[src/sv/meteo_rof_pkg.sv]
// Shared types, constants and helper functions of the meteo report-on-change filter.
// Used by meteo_rof_prep, meteo_rof_core and the top level; depends on nothing.
`timescale 1ns / 1ps

package meteo_rof_pkg;

   localparam int TEMP_W     = 12;
   localparam int TCODE_W    = 13;
   localparam int HUM_W      = 10;
   localparam int PRES_W     = 14;
   localparam int TIME_W     = 32;
   localparam int EVT_W      = 8;
   localparam int THR_W      = 12;
   localparam int PACKED_W   = TCODE_W + HUM_W;
   localparam int CSR_IDX_W  = 2;
   localparam int CSR_DATA_W = 16;

   localparam logic KIND_SAMPLE = 1'b0;
   localparam logic KIND_CHECK  = 1'b1;

   localparam logic [EVT_W-1:0] EVT_TEMP_RISE = 8'h02;
   localparam logic [EVT_W-1:0] EVT_TEMP_FALL = 8'h03;
   localparam logic [EVT_W-1:0] EVT_HUM_RISE  = 8'h05;
   localparam logic [EVT_W-1:0] EVT_HUM_FALL  = 8'h06;

   localparam logic [CSR_IDX_W-1:0] CSR_TEMP_DEADBAND = 2'd0;
   localparam logic [CSR_IDX_W-1:0] CSR_HUM_DEADBAND  = 2'd1;
   localparam logic [CSR_IDX_W-1:0] CSR_PRES_DEADBAND = 2'd2;
   localparam logic [CSR_IDX_W-1:0] CSR_REFRESH       = 2'd3;

   localparam logic [7:0]  TEMP_DEADBAND_RESET = 8'd2;
   localparam logic [7:0]  HUM_DEADBAND_RESET  = 8'd4;
   localparam logic [9:0]  PRES_DEADBAND_RESET = 10'd50;
   localparam logic [15:0] REFRESH_RESET       = 16'd60;

   localparam logic [TCODE_W-1:0]  SIGN_BIT      = 13'h1000;
   localparam logic signed [TEMP_W-1:0] TEMP_LIMIT = 12'sd2000;
   localparam logic [HUM_W-1:0]    HUM_LIMIT     = 10'd1000;
   localparam logic [PACKED_W-1:0] NOT_ANNOUNCED = '1;
   localparam logic [8:0]          OPERAND_ZERO  = 9'd127;

   // Checked and preprocessed item, handed from the input stage to the core.
   typedef struct packed {
      logic                      kind;
      logic                      on_grid;
      logic [TIME_W-1:0]         now;
      logic [TCODE_W-1:0]        tcode;
      logic [HUM_W-1:0]          hval;
      logic [PRES_W-1:0]         pres;
      logic                      ev_temp;
      logic                      ev_hum;
      logic                      ev_rise;
      logic signed [THR_W-1:0]   thr;
   } item_type;

   typedef struct packed {
      logic                  temperature_updated;
      logic                  humidity_updated;
      logic                  pressure_updated;
      logic                  announce;
      logic [TCODE_W-1:0]    temperature_code;
      logic [HUM_W-1:0]      humidity_code;
      logic [PRES_W-1:0]     pressure_code;
      logic                  event_true;
   } result_type;

   // 16 is 1 mod 5, so the nibble sum keeps the residue; two more folds bring
   // it to at most 15, where the multiples of five are checked directly.
   function automatic logic on_grid(logic [TIME_W-1:0] t);
      logic [6:0] sum1;
      logic [4:0] sum2;
      logic [3:0] sum3;
      sum1 = '0;
      for (int i = 0; i < TIME_W / 4; i++) begin
         sum1 = sum1 + {3'd0, t[4*i +: 4]};
      end
      sum2 = {2'd0, sum1[6:4]} + {1'b0, sum1[3:0]};
      sum3 = 4'(sum2[4]) + sum2[3:0];
      return (sum3 == 4'd0) || (sum3 == 4'd5) || (sum3 == 4'd10) || (sum3 == 4'd15);
   endfunction

   function automatic logic [TCODE_W-1:0] temp_code(logic signed [TEMP_W-1:0] t);
      logic signed [TEMP_W-1:0] sat;
      logic [TEMP_W-1:0]        mag;
      sat = t;
      if (t > TEMP_LIMIT) begin
         sat = TEMP_LIMIT;
      end else if (t < -TEMP_LIMIT) begin
         sat = -TEMP_LIMIT;
      end
      mag = sat[TEMP_W-1] ? TEMP_W'(-sat) : TEMP_W'(sat);
      return sat[TEMP_W-1] ? (SIGN_BIT | {1'b0, mag}) : {1'b0, mag};
   endfunction

   function automatic logic signed [TCODE_W-1:0] code_tenths(logic [TCODE_W-1:0] c);
      logic signed [TCODE_W-1:0] mag;
      mag = $signed({1'b0, c[TCODE_W-2:0]});
      return c[TCODE_W-1] ? -mag : mag;
   endfunction

   function automatic logic [PRES_W-1:0] abs_diff(logic [PRES_W-1:0] a, logic [PRES_W-1:0] b);
      return (a >= b) ? (a - b) : (b - a);
   endfunction

endpackage

[src/sv/meteo_report_on_change_filter_unit.sv]
// Top level of the meteo report-on-change filter.
// Instantiates meteo_rof_prep and meteo_rof_core; uses meteo_rof_pkg.
`timescale 1ns / 1ps

// Takes one request beat per clock and returns exactly one response beat for
// each, in order. An accepted request is held in the input register (grid
// check on uptime, temperature saturation and sign-magnitude coding, threshold
// scaling); the decision stage then compares and replaces the stored channel
// values and captures the response in the result register, which drives
// rsp_valid. Stored state is read and written in that single stage, so
// back-to-back beats always see the effect of the beat before them and the
// sustained rate is one beat per cycle while rsp_stall stays low. A stalled
// response holds the input register, and req_stall follows rsp_stall in the
// same cycle. Registers are written through the csr_ port and should change
// only while no beat is in flight.

module meteo_report_on_change_filter_unit (
   input  logic                                     clock,
   input  logic                                     reset,
   input  logic                                     csr_write_enable,
   input  logic [meteo_rof_pkg::CSR_IDX_W-1:0]      csr_index,
   input  logic [meteo_rof_pkg::CSR_DATA_W-1:0]     csr_write_data,
   input  logic                                     req_valid,
   output logic                                     req_stall,
   input  logic                                     req_kind,
   input  logic [meteo_rof_pkg::TIME_W-1:0]         req_uptime_seconds,
   input  logic signed [meteo_rof_pkg::TEMP_W-1:0]  req_temperature_tenths,
   input  logic [meteo_rof_pkg::HUM_W-1:0]          req_humidity_tenths,
   input  logic [meteo_rof_pkg::PRES_W-1:0]         req_pressure_tenths,
   input  logic [meteo_rof_pkg::EVT_W-1:0]          req_event_code,
   input  logic [7:0]                               req_event_operand,
   output logic                                     rsp_valid,
   input  logic                                     rsp_stall,
   output logic                                     rsp_temperature_updated,
   output logic                                     rsp_humidity_updated,
   output logic                                     rsp_pressure_updated,
   output logic                                     rsp_announce,
   output logic [meteo_rof_pkg::TCODE_W-1:0]        rsp_temperature_code,
   output logic [meteo_rof_pkg::HUM_W-1:0]          rsp_humidity_code,
   output logic [meteo_rof_pkg::PRES_W-1:0]         rsp_pressure_code,
   output logic                                     rsp_event_true
);

   logic                      item_valid;
   logic                      item_ready;
   meteo_rof_pkg::item_type   item;
   meteo_rof_pkg::result_type rsp;

   meteo_rof_prep u_prep (
      .clock                  (clock),
      .reset                  (reset),
      .req_valid              (req_valid),
      .req_stall              (req_stall),
      .req_kind               (req_kind),
      .req_uptime_seconds     (req_uptime_seconds),
      .req_temperature_tenths (req_temperature_tenths),
      .req_humidity_tenths    (req_humidity_tenths),
      .req_pressure_tenths    (req_pressure_tenths),
      .req_event_code         (req_event_code),
      .req_event_operand      (req_event_operand),
      .item_valid             (item_valid),
      .item                   (item),
      .item_ready             (item_ready)
   );

   meteo_rof_core u_core (
      .clock            (clock),
      .reset            (reset),
      .csr_write_enable (csr_write_enable),
      .csr_index        (csr_index),
      .csr_write_data   (csr_write_data),
      .item_valid       (item_valid),
      .item             (item),
      .item_ready       (item_ready),
      .rsp_valid        (rsp_valid),
      .rsp              (rsp),
      .rsp_stall        (rsp_stall)
   );

   assign rsp_temperature_updated = rsp.temperature_updated;
   assign rsp_humidity_updated    = rsp.humidity_updated;
   assign rsp_pressure_updated    = rsp.pressure_updated;
   assign rsp_announce            = rsp.announce;
   assign rsp_temperature_code    = rsp.temperature_code;
   assign rsp_humidity_code       = rsp.humidity_code;
   assign rsp_pressure_code       = rsp.pressure_code;
   assign rsp_event_true          = rsp.event_true;

endmodule

[src/sv/meteo_rof_prep.sv]
// Input stage of the meteo report-on-change filter: registers one request beat,
// with the grid check, saturation, event decode and threshold. Uses meteo_rof_pkg.
`timescale 1ns / 1ps

module meteo_rof_prep (
   input  logic                                   clock,
   input  logic                                   reset,
   input  logic                                   req_valid,
   output logic                                   req_stall,
   input  logic                                   req_kind,
   input  logic [meteo_rof_pkg::TIME_W-1:0]       req_uptime_seconds,
   input  logic signed [meteo_rof_pkg::TEMP_W-1:0] req_temperature_tenths,
   input  logic [meteo_rof_pkg::HUM_W-1:0]        req_humidity_tenths,
   input  logic [meteo_rof_pkg::PRES_W-1:0]       req_pressure_tenths,
   input  logic [meteo_rof_pkg::EVT_W-1:0]        req_event_code,
   input  logic [7:0]                             req_event_operand,
   output logic                                   item_valid,
   output meteo_rof_pkg::item_type                item,
   input  logic                                   item_ready
);

   logic                    item_valid_ff;
   logic                    item_valid_in;
   meteo_rof_pkg::item_type item_ff;
   meteo_rof_pkg::item_type item_in;
   logic signed [8:0]       offset;
   logic                    load;

   assign req_stall = item_valid_ff && !item_ready;
   assign load      = req_valid && !req_stall;
   assign item_valid_in = req_stall ? item_valid_ff : req_valid;

   always_comb begin
      offset          = $signed({1'b0, req_event_operand}) - $signed(meteo_rof_pkg::OPERAND_ZERO);
      item_in.kind    = req_kind;
      item_in.on_grid = meteo_rof_pkg::on_grid(req_uptime_seconds);
      item_in.now     = req_uptime_seconds;
      item_in.tcode   = meteo_rof_pkg::temp_code(req_temperature_tenths);
      item_in.hval    = (req_humidity_tenths > meteo_rof_pkg::HUM_LIMIT) ?
                        meteo_rof_pkg::HUM_LIMIT : req_humidity_tenths;
      item_in.pres    = req_pressure_tenths;
      item_in.ev_temp = (req_event_code == meteo_rof_pkg::EVT_TEMP_RISE) ||
                        (req_event_code == meteo_rof_pkg::EVT_TEMP_FALL);
      item_in.ev_hum  = (req_event_code == meteo_rof_pkg::EVT_HUM_RISE) ||
                        (req_event_code == meteo_rof_pkg::EVT_HUM_FALL);
      item_in.ev_rise = (req_event_code == meteo_rof_pkg::EVT_TEMP_RISE) ||
                        (req_event_code == meteo_rof_pkg::EVT_HUM_RISE);
      // Threshold in tenths: offset times ten as two shifted copies.
      item_in.thr     = (meteo_rof_pkg::THR_W'(offset) <<< 3) +
                        (meteo_rof_pkg::THR_W'(offset) <<< 1);
   end

   always_ff @(posedge clock) begin
      if (reset) begin
         item_valid_ff <= 1'b0;
      end else begin
         item_valid_ff <= item_valid_in;
      end
   end

   always_ff @(posedge clock) begin
      if (load) begin
         item_ff <= item_in;
      end
   end

   assign item_valid = item_valid_ff;
   assign item       = item_ff;

endmodule

[src/sv/meteo_rof_core.sv]
// Decision stage of the meteo report-on-change filter: configuration registers,
// stored channel state, update and event logic, and the result register. Uses meteo_rof_pkg.
`timescale 1ns / 1ps

module meteo_rof_core (
   input  logic                                     clock,
   input  logic                                     reset,
   input  logic                                     csr_write_enable,
   input  logic [meteo_rof_pkg::CSR_IDX_W-1:0]      csr_index,
   input  logic [meteo_rof_pkg::CSR_DATA_W-1:0]     csr_write_data,
   input  logic                                     item_valid,
   input  meteo_rof_pkg::item_type                  item,
   output logic                                     item_ready,
   output logic                                     rsp_valid,
   output meteo_rof_pkg::result_type                rsp,
   input  logic                                     rsp_stall
);

   logic [7:0]  t_band_ff;
   logic [7:0]  h_band_ff;
   logic [9:0]  p_band_ff;
   logic [15:0] refresh_ff;

   logic [meteo_rof_pkg::TCODE_W-1:0]  cur_t_ff, cur_t_in, old_t_ff;
   logic [meteo_rof_pkg::HUM_W-1:0]    cur_h_ff, cur_h_in, old_h_ff;
   logic [meteo_rof_pkg::PRES_W-1:0]   cur_p_ff, cur_p_in;
   logic [meteo_rof_pkg::TIME_W-1:0]   t_stamp_ff, h_stamp_ff, p_stamp_ff;
   logic [meteo_rof_pkg::PACKED_W-1:0] announced_ff, packed_in;

   logic                      rsp_valid_ff, rsp_valid_in;
   meteo_rof_pkg::result_type rsp_ff, rsp_in;

   logic fire, sample, check;
   logic t_store, h_store, p_store;
   logic t_upd, h_upd, p_upd, ann, ev;
   logic [meteo_rof_pkg::TIME_W-1:0] t_dt, h_dt, p_dt, refresh_wide;
   logic signed [meteo_rof_pkg::TCODE_W-1:0] prev_val, cur_val, thr_wide;
   logic rise_hit, fall_hit;

   assign item_ready   = !rsp_valid_ff || !rsp_stall;
   assign fire         = item_valid && item_ready;
   assign rsp_valid_in = item_ready ? item_valid : rsp_valid_ff;

   always_comb begin
      sample       = (item.kind == meteo_rof_pkg::KIND_SAMPLE) && item.on_grid;
      check        = (item.kind == meteo_rof_pkg::KIND_CHECK);
      refresh_wide = {16'd0, refresh_ff};
      t_dt         = item.now - t_stamp_ff;
      h_dt         = item.now - h_stamp_ff;
      p_dt         = item.now - p_stamp_ff;

      // On an on-grid sample, a channel holds its value only while the change is
      // inside the deadband and the refresh interval has not run out.
      t_store = !((meteo_rof_pkg::abs_diff({1'b0, item.tcode}, {1'b0, cur_t_ff}) <
                   {6'd0, t_band_ff}) && (t_dt < refresh_wide));
      h_store = !((meteo_rof_pkg::abs_diff({4'd0, item.hval}, {4'd0, cur_h_ff}) <
                   {6'd0, h_band_ff}) && (h_dt < refresh_wide));
      p_store = !((meteo_rof_pkg::abs_diff(item.pres, cur_p_ff) <
                   {4'd0, p_band_ff}) && (p_dt < refresh_wide));

      t_upd = sample && t_store;
      h_upd = sample && h_store;
      p_upd = sample && p_store;

      cur_t_in  = t_upd ? item.tcode : cur_t_ff;
      cur_h_in  = h_upd ? item.hval  : cur_h_ff;
      cur_p_in  = p_upd ? item.pres  : cur_p_ff;
      packed_in = {cur_t_in, cur_h_in};
      ann       = (t_upd || h_upd) && (packed_in != announced_ff);

      thr_wide = {item.thr[meteo_rof_pkg::THR_W-1], item.thr};
      if (item.ev_temp) begin
         prev_val = meteo_rof_pkg::code_tenths(old_t_ff);
         cur_val  = meteo_rof_pkg::code_tenths(cur_t_ff);
      end else begin
         prev_val = $signed({3'd0, old_h_ff});
         cur_val  = $signed({3'd0, cur_h_ff});
      end
      rise_hit = (prev_val <= thr_wide) && (cur_val > thr_wide);
      fall_hit = (prev_val >= thr_wide) && (cur_val < thr_wide);
      ev = check && (item.ev_temp || item.ev_hum) && (item.ev_rise ? rise_hit : fall_hit);

      rsp_in.temperature_updated = t_upd;
      rsp_in.humidity_updated    = h_upd;
      rsp_in.pressure_updated    = p_upd;
      rsp_in.announce            = ann;
      rsp_in.temperature_code    = cur_t_in;
      rsp_in.humidity_code       = cur_h_in;
      rsp_in.pressure_code       = cur_p_in;
      rsp_in.event_true          = ev;
   end

   always_ff @(posedge clock) begin
      if (reset) begin
         t_band_ff    <= meteo_rof_pkg::TEMP_DEADBAND_RESET;
         h_band_ff    <= meteo_rof_pkg::HUM_DEADBAND_RESET;
         p_band_ff    <= meteo_rof_pkg::PRES_DEADBAND_RESET;
         refresh_ff   <= meteo_rof_pkg::REFRESH_RESET;
         cur_t_ff     <= '0;
         cur_h_ff     <= '0;
         cur_p_ff     <= '0;
         old_t_ff     <= '0;
         old_h_ff     <= '0;
         t_stamp_ff   <= '0;
         h_stamp_ff   <= '0;
         p_stamp_ff   <= '0;
         announced_ff <= meteo_rof_pkg::NOT_ANNOUNCED;
         rsp_valid_ff <= 1'b0;
      end else begin
         if (csr_write_enable) begin
            case (csr_index)
               meteo_rof_pkg::CSR_TEMP_DEADBAND: t_band_ff  <= csr_write_data[7:0];
               meteo_rof_pkg::CSR_HUM_DEADBAND:  h_band_ff  <= csr_write_data[7:0];
               meteo_rof_pkg::CSR_PRES_DEADBAND: p_band_ff  <= csr_write_data[9:0];
               meteo_rof_pkg::CSR_REFRESH:       refresh_ff <= csr_write_data;
               default: ;
            endcase
         end
         if (fire) begin
            if (t_upd) begin
               t_stamp_ff <= item.now;
               old_t_ff   <= cur_t_ff;
            end
            if (h_upd) begin
               h_stamp_ff <= item.now;
               old_h_ff   <= cur_h_ff;
            end
            if (p_upd) begin
               p_stamp_ff <= item.now;
            end
            cur_t_ff <= cur_t_in;
            cur_h_ff <= cur_h_in;
            cur_p_ff <= cur_p_in;
            if (ann) begin
               announced_ff <= packed_in;
            end
         end
         rsp_valid_ff <= rsp_valid_in;
      end
   end

   always_ff @(posedge clock) begin
      if (fire) begin
         rsp_ff <= rsp_in;
      end
   end

   assign rsp_valid = rsp_valid_ff;
   assign rsp       = rsp_ff;

   a_announce_needs_update: assert property (@(posedge clock) disable iff (reset)
      rsp_valid_ff && rsp_ff.announce |->
         rsp_ff.temperature_updated || rsp_ff.humidity_updated)
      else $error("announce raised without a temperature or humidity update");

   a_announce_code: assert property (@(posedge clock) disable iff (reset)
      rsp_valid_ff && rsp_ff.announce |->
         announced_ff == {rsp_ff.temperature_code, rsp_ff.humidity_code})
      else $error("announced code does not match the result codes");

   a_event_quiet: assert property (@(posedge clock) disable iff (reset)
      rsp_valid_ff && rsp_ff.event_true |->
         !(rsp_ff.temperature_updated || rsp_ff.humidity_updated ||
           rsp_ff.pressure_updated || rsp_ff.announce))
      else $error("event result also reports an update");

   a_result_tracks_state: assert property (@(posedge clock) disable iff (reset)
      rsp_valid_ff |-> (rsp_ff.temperature_code == cur_t_ff) &&
                       (rsp_ff.humidity_code == cur_h_ff) &&
                       (rsp_ff.pressure_code == cur_p_ff))
      else $error("held result disagrees with stored channel values");

   a_state_holds: assert property (@(posedge clock) disable iff (reset)
      !fire |=> $stable(cur_t_ff) && $stable(cur_h_ff) && $stable(announced_ff))
      else $error("channel state changed without an accepted beat");

endmodule

[config.mk]
export PLATFORM = sky130hd
export DESIGN_NAME = meteo_report_on_change_filter_unit
export DESIGN_NICKNAME = d
export VERILOG_FILES = /design/src/sv/meteo_rof_pkg.sv /design/src/sv/meteo_report_on_change_filter_unit.sv /design/src/sv/meteo_rof_prep.sv /design/src/sv/meteo_rof_core.sv
export SDC_FILE = /design/constraint.sdc
export NUM_CORES = 1
export LEC_CHECK = 0
export BUFFER_PORTS_ARGS = -buffer_cell sky130_fd_sc_hd__buf_4
export CAP_MARGIN = 20
export CORE_UTILIZATION = 60
export CTS_CLUSTER_SIZE = 28
export DETAILED_ROUTE_END_ITERATION = 12
export PLACE_DENSITY = 0.88
export SLEW_MARGIN = 20
export SYNTH_ARGS = -nofsm -noshare
export SYNTH_HDL_FRONTEND = slang
export SYNTH_SLANG_ARGS = --single-unit
[constraint.sdc]
create_clock -name clock -period 7.5 [get_ports clock]
set_input_delay 1.125 -clock clock [delete_from_list [all_inputs] [get_ports clock]]
set_output_delay 1.125 -clock clock [all_outputs]
set_load 0.005 [all_outputs]
# Yosys cells after proc, flatten, opt, wreduce, memory -nomap -nowiden
# Index checks and enable logic that the tools add are counted.
[totals]
latchBits = 0
wordCells = 140
mem_bits_ro = 0
mem_bits_rw = 0
regBits = 351
inputBits = 108
mem_count = 0
[classes]
div = 0
eq_ne = 11
n_bitwise = 1
n_addsub = 23
n_shift = 0
n_lt_le_gt_ge = 16
n_mul = 0
n_mux = 15
reduce_logical = 41
[op_table]
columns = ["cell", "n"]
rows = [
  ["less-than comparator 32 x 16 -> 1 bit", 3],
  ["subtractor 32 bit", 3],
  ["two-way mux 13 bit", 6],
  ["two-way mux 14 bit", 4],
  ["adder 7 x 4 -> 7 bit", 6],
  ["two-way mux 12 bit", 3],
  ["less-than comparator 14 x 8 -> 1 bit", 2],
  ["subtractor 13 x 13 -> 14 bit", 2],
  ["subtractor 14 bit", 2],
  ["negation 12 -> 13 bit", 2],
  ["!= test 23 bit", 1],
  ["subtractor 10 x 10 -> 11 bit", 2],
  ["== test 8 x 2 -> 1 bit (second input constant)", 2],
  ["== test 8 x 3 -> 1 bit (second input constant)", 2],
  ["AND reduction 2 bit", 8],
  ["logical AND 1 bit", 15],
  ["greater-or-equal comparator 14 bit", 1],
  ["less-than comparator 14 x 10 -> 1 bit", 1],
  ["greater-or-equal comparator 13 x 12 -> 1 bit", 1],
  ["greater-or-equal comparator 13 bit", 1],
  ["greater-than comparator 13 x 12 -> 1 bit", 1],
  ["less-or-equal comparator 13 x 12 -> 1 bit", 1],
  ["less-than comparator 13 x 12 -> 1 bit", 1],
  ["adder 12 x 10 -> 12 bit", 1],
  ["20 further kinds", 36],
]

# Longest topological paths before layout
[logic_depth]
ltp_word = 13
ltp_mapped = 30
ltp_nobuf = 27

# Hierarchy
# From an unflattened synthesis, not the netlist that was laid out.
[unflattened]
hier_cells = 3238
area_unflattened_um2 = 26999.6
[modules_own_cells]
columns = ["mod", "instances", "cells_per_inst", "area_per_inst_um2"]
rows = [
  ["meteo_rof_core", 1, 2880, 22380.2],
  ["meteo_rof_prep", 1, 358, 4619.4],
]

# Least setup slack after synthesis
# No wires, ideal clock.
[synth_path]
path_kind = "input port to flip-flop"
startpoint = "input req_uptime_seconds[0] in the netlist's numbering"
endpoint = "register u_prep.item_ff, in the netlist u_prep.item[84] (data pin)"
cell_stages = 26
arrival_time_ns = 6.804
path_slack_ns = 0.543
cell_sequence = "ha_1 > inv_1 > fa_1 > xnor2_1 > fa_1 > inv_1 > fa_1 > fa_1 > inv_1 > fa_1 > inv_1 > fa_1 > inv_1 > a21o_1 > a21oi_1 > xnor2_1 > fa_1 > a21oi_1 > nor2_1 > ha_1 > ha_1 > xnor2_1 > xnor2_1 > xnor2_1 > or3_1 > o21ai_0"
[synth_rtl]
columns = ["element", "line_no", "rtl"]
rows = [
  ["start, declared", "meteo_report_on_change_filter_unit.sv:26", "input logic [meteo_rof_pkg::TIME_W-1:0] req_uptime_seconds,"],
  ["end signal, assigned", "meteo_rof_prep.sv:63", "item_ff <= item_in;"],
  ["end, declared", "meteo_rof_prep.sv:24", "meteo_rof_pkg::item_type item_ff;"],
]

# Worst setup path after layout
[layout_path]
startpoint = "register u_prep.item_ff, in the netlist u_prep.item[45]"
endpoint = "register u_core.announced_ff[3] in the netlist's numbering"
[layout_via]
elab_chain_cells = 10
word_cells_on_any_way = 13
classes_between = "add/sub (2); order compare (2); eq/ne (1); mux (2); reduce/logical (6)"
[layout_lines]
columns = ["element", "line_no", "rtl"]
rows = [
  ["subtractor 13 x 13 -> 14 bit or greater-or-equal comparator 13 bit (tied branches)", "meteo_rof_pkg.sv:102", "return (a >= b) ? (a - b) : (b - a);"],
  ["two-way mux 14 bit", "meteo_rof_pkg.sv:102", ""],
  ["less-than comparator 14 x 8 -> 1 bit", "meteo_rof_core.sv:54", "t_store = !((meteo_rof_pkg::abs_diff({1'b0, item.tcode}, {1'b0, cur_t_ff}) <"],
  ["logical AND 1 bit", "meteo_rof_core.sv:55", "{6'd0, t_band_ff}) && (t_dt < refresh_wide));"],
  ["zero test 1 bit", "meteo_rof_core.sv:54", ""],
  ["logical AND 1 bit", "meteo_rof_core.sv:61", "t_upd = sample && t_store;"],
  ["two-way mux 13 bit", "meteo_rof_core.sv:65", "cur_t_in = t_upd ? item.tcode : cur_t_ff;"],
  ["!= test 23 bit", "meteo_rof_core.sv:69", "ann = (t_upd || h_upd) && (packed_in != announced_ff);"],
  ["logical AND 1 bit *", "meteo_rof_core.sv:69", ""],
  ["AND reduction 2 bit (no source line) *", "n/a", ""],
  ["end signal, assigned", "meteo_rof_core.sv:107", "announced_ff <= meteo_rof_pkg::NOT_ANNOUNCED;"],
  ["end signal, assigned", "meteo_rof_core.sv:135", "announced_ff <= packed_in;"],
  ["end, declared", "meteo_rof_core.sv:28", "logic [meteo_rof_pkg::PACKED_W-1:0] announced_ff, packed_in;"],
]
# Every way passes the cells marked *; elsewhere a longest branch is shown, timed or not.
# A chain may end at the register's enable or synchronous reset.

==> summary.txt <==
Clock tree
  – Clock tree from TritonCTS: done
  – H-tree levels: 2
  – Post-CTS setup buffers: 0
  – Hold buffers post-CTS: 0
  – Clock buffer count from CTS: 40
  – Root Buffer: clkbuf_16
  – CTS Buffer Depth: 3
  – Clock transition at path regs: 70 ps
  – Clock Sinks: 350
  – Latest clock arrival within the worst-skew pair: 600 ps
  – Post_cts resized: 0

Timing
  – Max Slew Vio Count: 0
  – Worst relative slew slack: 28.1%
  – Setup repair after global routing missed its margin: no
  – Maximum operating frequency: 143 MHz
  – Final sum of negative setup slack: 0 ps
  – Worst slew pin tran: 1080 ps
  – Final hold vios: 0
  – Final Cycle Share: 93.2%
  – Worst clock skew: 38.3 ps
  – Final hold slack: 457 ps
  – Final setup fails: 0
  – Final min period: 6990 ps

Final layout
  – Antenna cells: 0
  – Final net count: 3834
  – Fraction of layout cells with a size suffix above 1: 8.00%
  – Sequential cell area: 0.00828 sq mm
  – Area growth, synth to finish: 10.3%
  – Area occupied by multi-input gates: 0.0176 sq mm
  – Fillcell total: 3563

Setup path
  – Crit-path max FO: 23
  – CP Data Required Time: 8010 ps
  – Crit end category: register
  – Critical Path AT: 7500 ps
  – Kind of critical path: register to register
  – Crit start category: register

Route
  – DRT Pass-1 Iters: 8
  – DR vias: 24200
  – Post-DR vias/cell: 6.00
  – Drt total wl: 73.1 mm
  – Post-DRT Antenna Nets: 0
  – Residual DRC: 0
  – Initial DRC Count: 2183
  – WL/cell: 18.1 microns

Floorplan
  – Core Box Area: 0.0454 sq mm
  – Num rows: 78
  – I/O pin count: 152
  – Starting Density: 60.8%
  – Die Span X: 217 microns
  – Die H: 217 microns
  – Die area: 0.0469 sq mm

Yosys
  – Simple-gate share of the synthesized area: 18.1%
  – Yosys warning total: 0
  – Yosys cell types: 87
  – Post-synth EDFFs: 127
  – Mux cell area share after synthesis: 5.81%
  – Most frequent cell after synthesis: nor2_1
  – Most frequent cells after synthesis: nor2_1, inv_1, a21oi_1
  – Largest family of logic cells by synthesized area: compound AO/OA/AOI/OAI gates
  – Post-synthesis register bit count: 350
  – Main area contributors after synthesis: dfxtp_1, edfxtp_1, ha_1, mux2i_1, nor2_1
  – Sequential fraction of the synthesis area: 30.0%
  – Yosys top cell by area: dfxtp_1
  – Syn nets: 3758
  – XOR/XNOR Fraction of Synth Area: 5.39%
  – Yosys top cell area share: 16.2%
  – Synth Area per Inst: 8.29 sq um
  – Top_reg_cell synth: dfxtp_1
  – Mapped Area: 0.0276 sq mm
  – Synth Instances: 3329
  – Post-synthesis adder-cell area fraction: 15.4%
  – Asr flop ratio synth: 0%
  – Synth Area in Compound Gates: 18.8%

Place
  – PortBufs: 151
  – Post-DP HPWL: 54.5 mm
  – RD Place Congestion: 0.984

Hold path
  – Hold Path Class: register to register

Power and ir drop
  – VDD IR-drop max: 0.000372 V
  – Cell Pwr Density: 228 mW/mm^2
  – P_leak: 13.0 nW

Global routing
  – Vias in the first global route: 23300
  – Total track usage: 30.7%
  – Initial antenna violation count: 0
  – First-pass GRT wire length: 117 mm
  – Largest net degree at the start of global routing: 156
  – Overflow left after global routing: 0

Status
  – Status: finished, final reports clean

Run
  – Max cap viols: 0
## cells by family (layout without fill, tap and decap cells)
| family | count (synthesis) | in the layout |
|---|---|---|
| compound gates | 813 | 813 |
| fa+ha+maj | 321 | 321 |
| mux | 159 | 159 |
| xor+xnor | 170 | 170 |
| simple gates | 1064 | 1064 |
| flops | 350 | 350 |
| buf+inv | 452 | 559 |
## final cells by class
class                   instances  share of cell area [%]
inverters                     315                    3.88
clock inverters                20                   0.653
repair buffers                171                    4.40
clock buffers                  53                    3.72
well taps                     600                    2.47
flip-flops and latches        350                    27.2
multi-input cells            2527                    57.7
## flip-flops by register name, summed over array words and instances (netlist names), 10 cells and up
| register | count |
|---|---|
| u_core.cur_t_ff | 13 |
| u_core.rsp | 42 |
| u_core.h_stamp_ff | 32 |
| u_core.old_t_ff | 13 |
| u_core.cur_h_ff | 10 |
| u_prep.item | 85 |
| u_core.p_band_ff | 10 |
| u_core.refresh_ff | 16 |
| u_core.t_stamp_ff | 32 |
| u_core.p_stamp_ff | 32 |
| u_core.old_h_ff | 10 |
| u_core.announced_ff | 23 |
| u_core.cur_p_ff | 14 |
## critical path, stage by stage, from the launching register on
cell,delay (ps)
edfxtp_1,510
inv_1,80
ha_1,500
nand2_1,180
nor4_1,420
o21ai_0,220
nand3_1,370
buf_4,250
a21oi_1,70
a21oi_1,180
xnor2_1,100
ha_1,230
a2111oi_0,670
o2111ai_1,230
a2111oi_0,400
buf_4,200
nand4_1,180
a2111oi_0,350
and4_1,280
a31oi_4,200
mux2i_1,220
nor4_2,360
a31o_1,240
buf_12,230
mux2i_1,260
## per-layer routing
layer  wire (microns)  track usage [%]  part of all wire (%)  vias to the layer above
li1                 -                -                     -                    11800
met1            30700             38.7                    42                    11300
met2            33600             50.9                    46                      912
met3             4640             3.82                   6.4                      234
met4             4150             16.9                   5.7                        0
met5                0                0                     0                        -
## stage by stage
stage | total power, W | std cells | setup slack, ps | area [sq um] | utilization, %
after floorplan | 0.00428 | 3329 | 543 | 27600 | -
after detailed placement | 0.00490 | 3962 | 68.0 | 29100 | 64.1
after CTS | 0.00693 | 4035 | 623 | 30400 | 67.0
after global routing | 0.00736 | 4036 | 182 | 30500 | 67.1
after global placement | 0.00479 | 3962 | 262 | 29100 | 64.1
final | 0.00695 | 4036 | 507 | 30500 | 67.1
## path summary, 6_finish.rpt
path                  startpoint                     end  slack, ps  cells past startpoint
min          u_core.h_band_ff[5]     u_core.h_band_ff[5]        460                      2
min reg2reg  u_core.h_band_ff[5]     u_core.h_band_ff[5]        460                      2
max              u_prep.item[45]  u_core.announced_ff[3]        510                     24
max reg2reg      u_prep.item[45]  u_core.announced_ff[3]        510                     24
## power by group
group          leakage [nW]  switching, W  internal, W
clock                 0.650      0.000858      0.00115
combinational          9.29       0.00150      0.00119
sequential             3.04      0.000120      0.00213
## cell usage in the layout (no fill, tap or decap), drive strengths merged, types with 13 or more instances in the layout
cell / n
o21ai: 152
a211o: 13
or3: 18
o21bai: 20
ha: 291
inv: 320
xor2: 74
o211ai: 28
edfxtp: 127
nand3: 52
dfxtp: 223
nor4: 17
nor2: 399
and4: 15
o31ai: 18
nand4: 32
nor2b: 31
nor3: 31
a31oi: 13
nand2: 257
a211oi: 25
a21boi: 17
clkbuf: 54
nand2b: 119
mux2i: 152
xnor2: 96
o21a: 46
buf: 170
and2: 24
a21oi: 294
fa: 30
a21o: 79
and3: 25
No activity file was read; power rests on OpenSTA's default activity.
